$ cat config.mk
export PLATFORM = sky130hd
export DESIGN_NAME = timestamped_frame_ring_flat
export DESIGN_NICKNAME = d
export VERILOG_FILES = /design/src/rtl/tfr_pkg.sv /design/src/rtl/tfr_ifs.sv /design/src/rtl/tfr_mem.sv /design/src/rtl/timestamped_frame_ring.sv /design/src/flat_wrapper.sv
export SDC_FILE = /design/constraint.sdc
export NUM_CORES = 2
export LEC_CHECK = 0
export BUFFER_PORTS_ARGS = -buffer_cell sky130_fd_sc_hd__buf_2
export CORE_ASPECT_RATIO = 0.7
export CORE_MARGIN = 2
export CORE_UTILIZATION = 48
export CTS_CLUSTER_DIAMETER = 150
export DETAILED_ROUTE_END_ITERATION = 12
export PLACE_DENSITY_LB_ADDON = 0.1
export SLEW_MARGIN = 20
export SYNTH_ARGS = -nofsm -noshare
export SYNTH_HDL_FRONTEND = slang
export SYNTH_SLANG_ARGS = --single-unit
$ cat constraint.sdc
create_clock -name clock -period 24.3 [get_ports clock]
set_input_delay 3.645 -clock clock [delete_from_list [all_inputs] [get_ports clock]]
set_output_delay 3.645 -clock clock [all_outputs]
set_load 0.01 [all_outputs]
$ cat src/rtl/tfr_pkg.sv
// Shared types and constants for the timestamped frame ring.
`timescale 1ns / 1ps

package tfr_pkg;

   localparam int MODE_W   = 3;
   localparam int HANDLE_W = 32;
   localparam int TIME_W   = 64;
   localparam int AGE_W    = 4;
   localparam int HELD_W   = 5;

   // Operation codes carried in the mode field.
   typedef enum logic [MODE_W-1:0] {
      MODE_PUSH   = 3'd0,
      MODE_LATEST = 3'd1,
      MODE_TIME   = 3'd2,
      MODE_INDEX  = 3'd3,
      MODE_CLEAR  = 3'd4
   } mode_type;

   // Controller states.
   typedef enum logic [1:0] {
      ST_IDLE,
      ST_READ,
      ST_SCAN
   } state_type;

   // One stored ring entry.
   typedef struct packed {
      logic        [HANDLE_W-1:0] frame_handle;
      logic signed [TIME_W-1:0]   frame_time;
   } entry_type;

endpackage

$ cat src/rtl/tfr_ifs.sv
// Request and response channel interfaces for the timestamped frame ring.
`timescale 1ns / 1ps

interface tfr_req_if;
   logic                                valid;
   logic                                ready;
   logic        [tfr_pkg::MODE_W-1:0]   mode;
   logic        [tfr_pkg::HANDLE_W-1:0] frame_handle;
   logic signed [tfr_pkg::TIME_W-1:0]   frame_time;
   logic        [tfr_pkg::AGE_W-1:0]    age_position;

   modport source (output valid, mode, frame_handle, frame_time, age_position, input ready);
   modport sink   (input valid, mode, frame_handle, frame_time, age_position, output ready);
endinterface

interface tfr_rsp_if;
   logic                                valid;
   logic                                ready;
   logic                                found;
   logic        [tfr_pkg::HANDLE_W-1:0] result_handle;
   logic signed [tfr_pkg::TIME_W-1:0]   result_time;
   logic        [tfr_pkg::HELD_W-1:0]   held_count;

   modport source (output valid, found, result_handle, result_time, held_count, input ready);
   modport sink   (input valid, found, result_handle, result_time, held_count, output ready);
endinterface

$ cat src/rtl/tfr_mem.sv
// Entry memory: one write port and one read port with registered read data.
`timescale 1ns / 1ps

module tfr_mem #(
   parameter int DEPTH  = 16,
   parameter int ADDR_W = 4
) (
   input  logic               clock,
   input  logic               wr_en,
   input  logic [ADDR_W-1:0]  wr_addr,
   input  tfr_pkg::entry_type wr_data,
   input  logic               rd_en,
   input  logic [ADDR_W-1:0]  rd_addr,
   output tfr_pkg::entry_type rd_data
);

   tfr_pkg::entry_type entry_mem [DEPTH];
   tfr_pkg::entry_type rd_data_ff;

   // Write port.
   always_ff @(posedge clock) begin
      if (wr_en) begin
         entry_mem[wr_addr] <= wr_data;
      end
   end

   // Read port with registered read data, held while rd_en is low.
   always_ff @(posedge clock) begin
      if (rd_en) begin
         rd_data_ff <= entry_mem[rd_addr];
      end
   end

   assign rd_data = rd_data_ff;

endmodule

$ cat src/rtl/timestamped_frame_ring.sv
// Timestamped frame ring: control, ring pointers and result register around the entry memory.
// Push, clear, unused codes and lookups answered without a memory read load the result register on
// acceptance. Latest and index hits take one memory read, then the result register.
// A timestamp lookup reads one entry per cycle from the oldest.
// One item is in work at a time; a new item is taken when the result register is free or drains.
// Synchronous reset empties the ring; memory contents stay undefined and are never read unwritten.
`timescale 1ns / 1ps

module timestamped_frame_ring #(
   parameter int DEPTH = 16
) (
   input logic       clock,
   input logic       reset,
   tfr_req_if.sink   req_ch,
   tfr_rsp_if.source rsp_ch
);

   localparam int SLOT_W = (DEPTH > 1) ? $clog2(DEPTH) : 1;
   localparam int CNT_W  = $clog2(DEPTH + 1);
   localparam int WIDE_W = ((CNT_W > tfr_pkg::AGE_W) ? CNT_W : tfr_pkg::AGE_W) + 2;
   localparam logic [SLOT_W-1:0] LAST_SLOT  = SLOT_W'(DEPTH - 1);
   localparam logic [CNT_W-1:0]  FULL_CNT   = CNT_W'(DEPTH);
   localparam logic [WIDE_W-1:0] DEPTH_WIDE = WIDE_W'(DEPTH);

   tfr_pkg::state_type state_ff, state_in;
   logic [SLOT_W-1:0]  ws_ff, ws_in;
   logic [CNT_W-1:0]   cnt_ff, cnt_in;
   logic [SLOT_W-1:0]  rd_slot_ff, rd_slot_in;
   logic [CNT_W-1:0]   left_ff, left_in;
   logic signed [tfr_pkg::TIME_W-1:0] target_ff, target_in;
   logic               hit_ff, hit_in;
   tfr_pkg::entry_type best_ff, best_in;

   logic                                rsp_valid_ff, rsp_valid_in;
   logic                                rsp_found_ff, rsp_found_in;
   logic        [tfr_pkg::HANDLE_W-1:0] rsp_handle_ff, rsp_handle_in;
   logic signed [tfr_pkg::TIME_W-1:0]   rsp_time_ff, rsp_time_in;
   logic        [tfr_pkg::HELD_W-1:0]   rsp_held_ff, rsp_held_in;
   logic                                rsp_load;

   logic               wr_en;
   tfr_pkg::entry_type wr_data;
   logic               rd_en;
   logic [SLOT_W-1:0]  rd_addr;
   tfr_pkg::entry_type rd_data;

   logic [WIDE_W-1:0]  oldest_raw, oldest_norm, age_raw, age_norm;
   logic [SLOT_W-1:0]  oldest_slot, age_slot, latest_slot;
   logic               age_hit;
   logic               not_above;
   logic               req_ready;
   logic               req_take;

   function automatic logic [SLOT_W-1:0] next_slot(input logic [SLOT_W-1:0] s);
      return (s == LAST_SLOT) ? '0 : s + 1'b1;
   endfunction

   tfr_mem #(
      .DEPTH  (DEPTH),
      .ADDR_W (SLOT_W)
   ) u_mem (
      .clock   (clock),
      .wr_en   (wr_en),
      .wr_addr (ws_ff),
      .wr_data (wr_data),
      .rd_en   (rd_en),
      .rd_addr (rd_addr),
      .rd_data (rd_data)
   );

   // Physical slots of the oldest entry, the newest entry and the requested age.
   always_comb begin
      oldest_raw  = WIDE_W'(ws_ff) + DEPTH_WIDE - WIDE_W'(cnt_ff);
      oldest_norm = (oldest_raw >= DEPTH_WIDE) ? oldest_raw - DEPTH_WIDE : oldest_raw;
      age_raw     = oldest_norm + WIDE_W'(req_ch.age_position);
      age_norm    = (age_raw >= DEPTH_WIDE) ? age_raw - DEPTH_WIDE : age_raw;
      oldest_slot = oldest_norm[SLOT_W-1:0];
      age_slot    = age_norm[SLOT_W-1:0];
      latest_slot = (ws_ff == '0) ? LAST_SLOT : ws_ff - 1'b1;
      age_hit     = WIDE_W'(req_ch.age_position) < WIDE_W'(cnt_ff);
   end

   assign not_above = $signed(rd_data.frame_time) <= target_ff;
   assign req_ready = (state_ff == tfr_pkg::ST_IDLE) && (!rsp_valid_ff || rsp_ch.ready);
   assign req_take  = req_ch.valid && req_ready;

   // Next state, pointer updates, memory accesses and result loading.
   always_comb begin
      state_in      = state_ff;
      ws_in         = ws_ff;
      cnt_in        = cnt_ff;
      rd_slot_in    = rd_slot_ff;
      left_in       = left_ff;
      target_in     = target_ff;
      hit_in        = hit_ff;
      best_in       = best_ff;
      rsp_valid_in  = rsp_valid_ff && !rsp_ch.ready;
      rsp_found_in  = rsp_found_ff;
      rsp_handle_in = rsp_handle_ff;
      rsp_time_in   = rsp_time_ff;
      rsp_held_in   = rsp_held_ff;
      rsp_load      = 1'b0;
      wr_en         = 1'b0;
      wr_data.frame_handle = req_ch.frame_handle;
      wr_data.frame_time   = req_ch.frame_time;
      rd_en         = 1'b0;
      rd_addr       = oldest_slot;

      case (state_ff)
         tfr_pkg::ST_IDLE: begin
            if (req_take) begin
               // Default answer is a miss; hits below override it.
               rsp_load      = 1'b1;
               rsp_found_in  = 1'b0;
               rsp_handle_in = '0;
               rsp_time_in   = '0;
               case (req_ch.mode)
                  tfr_pkg::MODE_PUSH: begin
                     wr_en        = 1'b1;
                     ws_in        = next_slot(ws_ff);
                     cnt_in       = (cnt_ff != FULL_CNT) ? cnt_ff + 1'b1 : cnt_ff;
                     rsp_found_in = 1'b1;
                  end
                  tfr_pkg::MODE_LATEST: begin
                     if (cnt_ff != '0) begin
                        rsp_load = 1'b0;
                        rd_en    = 1'b1;
                        rd_addr  = latest_slot;
                        state_in = tfr_pkg::ST_READ;
                     end
                  end
                  tfr_pkg::MODE_INDEX: begin
                     if (age_hit) begin
                        rsp_load = 1'b0;
                        rd_en    = 1'b1;
                        rd_addr  = age_slot;
                        state_in = tfr_pkg::ST_READ;
                     end
                  end
                  tfr_pkg::MODE_TIME: begin
                     if (cnt_ff != '0) begin
                        rsp_load   = 1'b0;
                        rd_en      = 1'b1;
                        rd_addr    = oldest_slot;
                        rd_slot_in = next_slot(oldest_slot);
                        left_in    = cnt_ff - 1'b1;
                        target_in  = req_ch.frame_time;
                        hit_in     = 1'b0;
                        state_in   = tfr_pkg::ST_SCAN;
                     end
                  end
                  tfr_pkg::MODE_CLEAR: begin
                     ws_in  = '0;
                     cnt_in = '0;
                  end
                  default: begin
                  end
               endcase
            end
         end
         tfr_pkg::ST_READ: begin
            // Read data of a latest or index lookup is back.
            rsp_load      = 1'b1;
            rsp_found_in  = 1'b1;
            rsp_handle_in = rd_data.frame_handle;
            rsp_time_in   = rd_data.frame_time;
            state_in      = tfr_pkg::ST_IDLE;
         end
         tfr_pkg::ST_SCAN: begin
            // Check one entry per cycle while the next read is in flight.
            if (not_above) begin
               hit_in  = 1'b1;
               best_in = rd_data;
            end
            if (not_above && (left_ff != '0)) begin
               rd_en      = 1'b1;
               rd_addr    = rd_slot_ff;
               rd_slot_in = next_slot(rd_slot_ff);
               left_in    = left_ff - 1'b1;
            end else begin
               rsp_load     = 1'b1;
               rsp_found_in = not_above || hit_ff;
               if (not_above) begin
                  rsp_handle_in = rd_data.frame_handle;
                  rsp_time_in   = rd_data.frame_time;
               end else if (hit_ff) begin
                  rsp_handle_in = best_ff.frame_handle;
                  rsp_time_in   = best_ff.frame_time;
               end else begin
                  rsp_handle_in = '0;
                  rsp_time_in   = '0;
               end
               state_in = tfr_pkg::ST_IDLE;
            end
         end
         default: begin
            state_in = tfr_pkg::ST_IDLE;
         end
      endcase

      // Every result reports the count after its operation.
      if (rsp_load) begin
         rsp_valid_in = 1'b1;
         rsp_held_in  = tfr_pkg::HELD_W'(cnt_in);
      end
   end

   // Control registers.
   always_ff @(posedge clock) begin
      if (reset) begin
         state_ff     <= tfr_pkg::ST_IDLE;
         ws_ff        <= '0;
         cnt_ff       <= '0;
         rsp_valid_ff <= 1'b0;
      end else begin
         state_ff     <= state_in;
         ws_ff        <= ws_in;
         cnt_ff       <= cnt_in;
         rsp_valid_ff <= rsp_valid_in;
      end
   end

   // Scan and result payload registers.
   always_ff @(posedge clock) begin
      rd_slot_ff    <= rd_slot_in;
      left_ff       <= left_in;
      target_ff     <= target_in;
      hit_ff        <= hit_in;
      best_ff       <= best_in;
      rsp_found_ff  <= rsp_found_in;
      rsp_handle_ff <= rsp_handle_in;
      rsp_time_ff   <= rsp_time_in;
      rsp_held_ff   <= rsp_held_in;
   end

   assign req_ch.ready         = req_ready;
   assign rsp_ch.valid         = rsp_valid_ff;
   assign rsp_ch.found         = rsp_found_ff;
   assign rsp_ch.result_handle = rsp_handle_ff;
   assign rsp_ch.result_time   = rsp_time_ff;
   assign rsp_ch.held_count    = rsp_held_ff;

   // The count never passes the ring depth.
   a_cnt_bound: assert property (@(posedge clock) disable iff (reset)
      cnt_ff <= FULL_CNT)
      else $error("ring count exceeds depth");

   // No new item is taken while a lookup is in work.
   a_busy_block: assert property (@(posedge clock) disable iff (reset)
      (state_ff != tfr_pkg::ST_IDLE) |-> !req_ch.ready)
      else $error("item taken while a lookup is in work");

   // The result register stays empty while a lookup is reading memory.
   a_rsp_free: assert property (@(posedge clock) disable iff (reset)
      (state_ff != tfr_pkg::ST_IDLE) |-> !rsp_valid_ff)
      else $error("result pending during a lookup");

   // A clear leaves an empty ring with the write slot at the start.
   a_clear: assert property (@(posedge clock) disable iff (reset)
      (req_take && (req_ch.mode == tfr_pkg::MODE_CLEAR)) |=> ((cnt_ff == '0) && (ws_ff == '0)))
      else $error("clear did not empty the ring");

   // A push always leaves at least one entry.
   a_push: assert property (@(posedge clock) disable iff (reset)
      (req_take && (req_ch.mode == tfr_pkg::MODE_PUSH)) |=> (cnt_ff != '0))
      else $error("push left the ring empty");

endmodule

$ cat src/flat_wrapper.sv
// flat-port wrapper written by rule: the top's interface ports become plain ports
module timestamped_frame_ring_flat 
#(
   parameter int DEPTH = 16
)
  (clock, reset, req_ch_valid, req_ch_mode, req_ch_frame_handle, req_ch_frame_time, req_ch_age_position, req_ch_ready, rsp_ch_valid, rsp_ch_found, rsp_ch_result_handle, rsp_ch_result_time, rsp_ch_held_count, rsp_ch_ready);
  tfr_req_if req_ch_i ();
  tfr_rsp_if rsp_ch_i ();
  input logic clock;
  input logic reset;
  input wire logic [$bits(req_ch_i.valid)-1:0] req_ch_valid;
  input wire logic [$bits(req_ch_i.mode)-1:0] req_ch_mode;
  input wire logic [$bits(req_ch_i.frame_handle)-1:0] req_ch_frame_handle;
  input wire logic [$bits(req_ch_i.frame_time)-1:0] req_ch_frame_time;
  input wire logic [$bits(req_ch_i.age_position)-1:0] req_ch_age_position;
  output wire logic [$bits(req_ch_i.ready)-1:0] req_ch_ready;
  output wire logic [$bits(rsp_ch_i.valid)-1:0] rsp_ch_valid;
  output wire logic [$bits(rsp_ch_i.found)-1:0] rsp_ch_found;
  output wire logic [$bits(rsp_ch_i.result_handle)-1:0] rsp_ch_result_handle;
  output wire logic [$bits(rsp_ch_i.result_time)-1:0] rsp_ch_result_time;
  output wire logic [$bits(rsp_ch_i.held_count)-1:0] rsp_ch_held_count;
  input wire logic [$bits(rsp_ch_i.ready)-1:0] rsp_ch_ready;
  assign req_ch_i.valid = req_ch_valid;
  assign req_ch_i.mode = req_ch_mode;
  assign req_ch_i.frame_handle = req_ch_frame_handle;
  assign req_ch_i.frame_time = req_ch_frame_time;
  assign req_ch_i.age_position = req_ch_age_position;
  assign req_ch_ready = req_ch_i.ready;
  assign rsp_ch_valid = rsp_ch_i.valid;
  assign rsp_ch_found = rsp_ch_i.found;
  assign rsp_ch_result_handle = rsp_ch_i.result_handle;
  assign rsp_ch_result_time = rsp_ch_i.result_time;
  assign rsp_ch_held_count = rsp_ch_i.held_count;
  assign rsp_ch_i.ready = rsp_ch_ready;
  timestamped_frame_ring #(.DEPTH(DEPTH)) u_core (.clock(clock), .reset(reset), .req_ch(req_ch_i), .rsp_ch(rsp_ch_i));
endmodule
==> results.txt <==
Global route overflow = 0
Global routing's busiest layer = met2
Hold-fix buffers at CTS = 0
RSZ-0062 raised after global routing = false
Final Hold Vio Count = 0
WHS Path Cells = 0
CTS clk-pin slew, worst paths = 0.06 ns
Leak pwr = 30.22 nW
TritonCTS clock tree = yes
Wire length of the first global-routing pass = 270.0 mm
Chip Width = 474.4 um
Startpoint class of the critical path = input port
Commonest non-fill, non-tap cell in the layout = edfxtp_1
Yosys cell types = 67
Non-Filler Instances = 6555
Setup TNS = 0 ns
I/O Buffers = 210
VDD IR-drop max = 0.08002 mV
IO Pins = 211
Maximum fanout along the worst path = 131
DR vias/cell = 5.856
Wire length per cell = 28.78 um
Post-synthesis async set-or-reset flop share = 0%
Antenna violations before repair = 23
Final setup viols = 0
Drt first pass iters = 5
Synthesized area = 74350 um^2
Die Ht = 333.3 um
Most frequent cells in the layout = 1904 x edfxtp_1, 774 x mux2i_1, 210 x buf_2, 194 x o22ai_1, 188 x clkbuf_16
Seq/Total Area, Yosys = 77.22%
Antenna-violating nets left = 0
Num CTS Buffers = 182
Status = finished clean
CP Launch Point = req_ch_age_position[1]
Worst Hold Class = register to register
Normalized max-slew margin = 25.52%
Fmax = 113.6 MHz
Met2 Resource Use GR = 37.18%
Largest net degree at the start of global routing = 132
Worst-Margin Slew = 1.117 ns
Worst Setup End Kind = register
Multi-input gate area = 15880 um^2
Top_reg_cell synth = edfxtp_1
Vias in the first global route = 37360
Worst skew pair latency = 0.82 ns
Met1 Track Usage GR = 35.15%
Initial Utilization = 48.50%
Clock Path Buffers = 3
DR iter-0 viols = 3852
Setup Buffers After CTS = 0
Number of synthesized flops with an enable pin = 1904
Root buffer cell = clkbuf_16
CP Data Arrival Time = 9.36 ns
CP required = 24.86 ns
DRC = 0
Worst Clk Skew = 0.02566 ns
PwrDens = 79.04 nW/um^2
Hold path start = u_core.u_mem.rd_data[71]$_DFFE_PP_
Vias post-DR = 38390
FF-to-FF End = u_core.u_mem.rd_data[62]$_DFFE_PP_
# nets final = 4527
MaxCap Viol Count = 0
Crit path time final = 8.802 ns
Die area = 158100 um^2
Layout cells sized above 1 = 12.53%
Final Cell Area = 83470 um^2
Placed Cells = 6221
Core Area = 153300 um^2
R2R cell count = 15
Worst setup path class = input port to register
Resized cells post-CTS = 0
GR Util met3 = 3.378%
Syn avg cell area = 18.25 um^2
Post-place instance area = 77970 um^2
Dpl ws = 14.78 ns
Fillers = 12050
Routed wire length = 188.6 mm
FF+latch area = 57420 um^2
#FFs+latches synth = 1916
H-tree depth = 4
Sink Count = 1916
Total track usage = 23.70%
RR Startpoint = u_core.u_mem.rd_data[63]$_DFFE_PP_
Post-Syn Nets = 4270
HPWL Detailed = 92.95 mm
Setup ws final = 15.50 ns
Post-Synthesis Cells = 4074
Slew Limit Fails = 0
Util after Layout = 54.45%
Power after layout = 6.597 mW
Routability cong. = 0.7756
Tcrit/Tclk final = 36.22%
Area grow syn2layout = 12.27%
Worst R2R Setup Slack = 17.09 ns
Final hold slack = 0.4456 ns
Yosys warns = 0
Hold EP = u_core.best_ff[71]$_DFFE_PP_
Row cnt = 120
==> per-layer routing <==
| metal | vias to the layer above | part of all wire, % | wire [um] |
|---|---|---|---|
| li1 | 16990 | - | - |
| met2 | 1201 | 46 | 87550 |
| met5 | - | 0.029 | 55 |
| met4 | 8 | 2.0 | 3851 |
| met3 | 267 | 5.5 | 10460 |
| met1 | 19930 | 46 | 86720 |
==> cell families (layout without fill, tap and decap cells) <==
group,count (synthesis),count (layout),synth area share [%]
fa+ha+maj,89,89,1.518
flops,1916,1916,77.22
other cells,0,4,0
buf+inv,297,700,1.727
simple gates,372,372,2.873
xor+xnor,11,11,0.1296
mux,775,775,10.44
compound gates,614,614,6.098
==> how the worst max path moves through the flow <==
stage	endpoint	slack, ns	cells past startpoint
CTS	u_core.u_mem.rd_data[62]$_DFFE_PP_	15.65	15
finish	u_core.u_mem.rd_data[62]$_DFFE_PP_	15.50	15
detailed placement	u_core.u_mem.rd_data[62]$_DFFE_PP_	14.78	15
global route	u_core.u_mem.rd_data[76]$_DFFE_PP_	15.32	15
floorplan	u_core.u_mem.entry_mem[3][0]$_DFFE_PP_	12.32	7
global placement	u_core.u_mem.rd_data[73]$_DFFE_PP_	14.89	15
==> critical path: stages <==
cell and delay, ns:
buf_2 0.13, ha_1 0.29, a21o_1 0.18, a211oi_1 0.44
nor4_1 0.15, nor3_1 0.35, o2111ai_1 0.17, nand4_1 0.20
buf_12 0.71, buf_4 0.88, buf_4 0.94, mux2i_1 0.33
o22a_1 0.16, o221ai_1 0.10, or3_1 0.40
==> power by group <==
group,internal [mW],switching [mW]
combinational,0.0952,0.178
sequential,3.66,0.00716
clock,1.46,1.20
==> Yosys cell counts, types with 36 or more instances <==
cell | count | area (um^2)
edfxtp_1 | 1904 | 57170
o22ai_1 | 194 | 1214
clkbuf_1 | 87 | 326.6
o22a_1 | 96 | 840.8
or3_1 | 99 | 619.3
a21oi_1 | 41 | 205.2
inv_1 | 87 | 326.6
ha_1 | 87 | 1089
nor2_1 | 43 | 161.4
a22oi_1 | 100 | 750.7
nand2_1 | 36 | 135.1
buf_2 | 111 | 555.5
nor2b_1 | 106 | 663.1
o221ai_1 | 96 | 840.8
mux2i_1 | 774 | 7747
==> flip-flops by register name, indices dropped and copies added, names as in the netlist, 2 cells and up <==
register,cells
u_core.u_mem.entry_mem,1536
u_core.best_ff,96
u_core.u_mem.rd_data,96
u_core.rsp_ch.result_time,64
u_core.target_ff,64
u_core.rsp_ch.result_handle,32
u_core.cnt_ff,5
u_core.left_ff,5
u_core.rsp_ch.held_count,5
u_core.rd_slot_ff,4
u_core.ws_ff,4
u_core.state_ff,2
==> cell type report <==
class,count,area share [%]
clock buffer,232,5.834
tap,2074,3.109
timing repair buffer,283,2.104
multi-input combinational,1861,19.02
inverter,87,0.3912
clock inverter,98,0.7420
sequential,1916,68.78
antenna,4,0.01199
No activity file was read; power rests on OpenSTA's default activity.
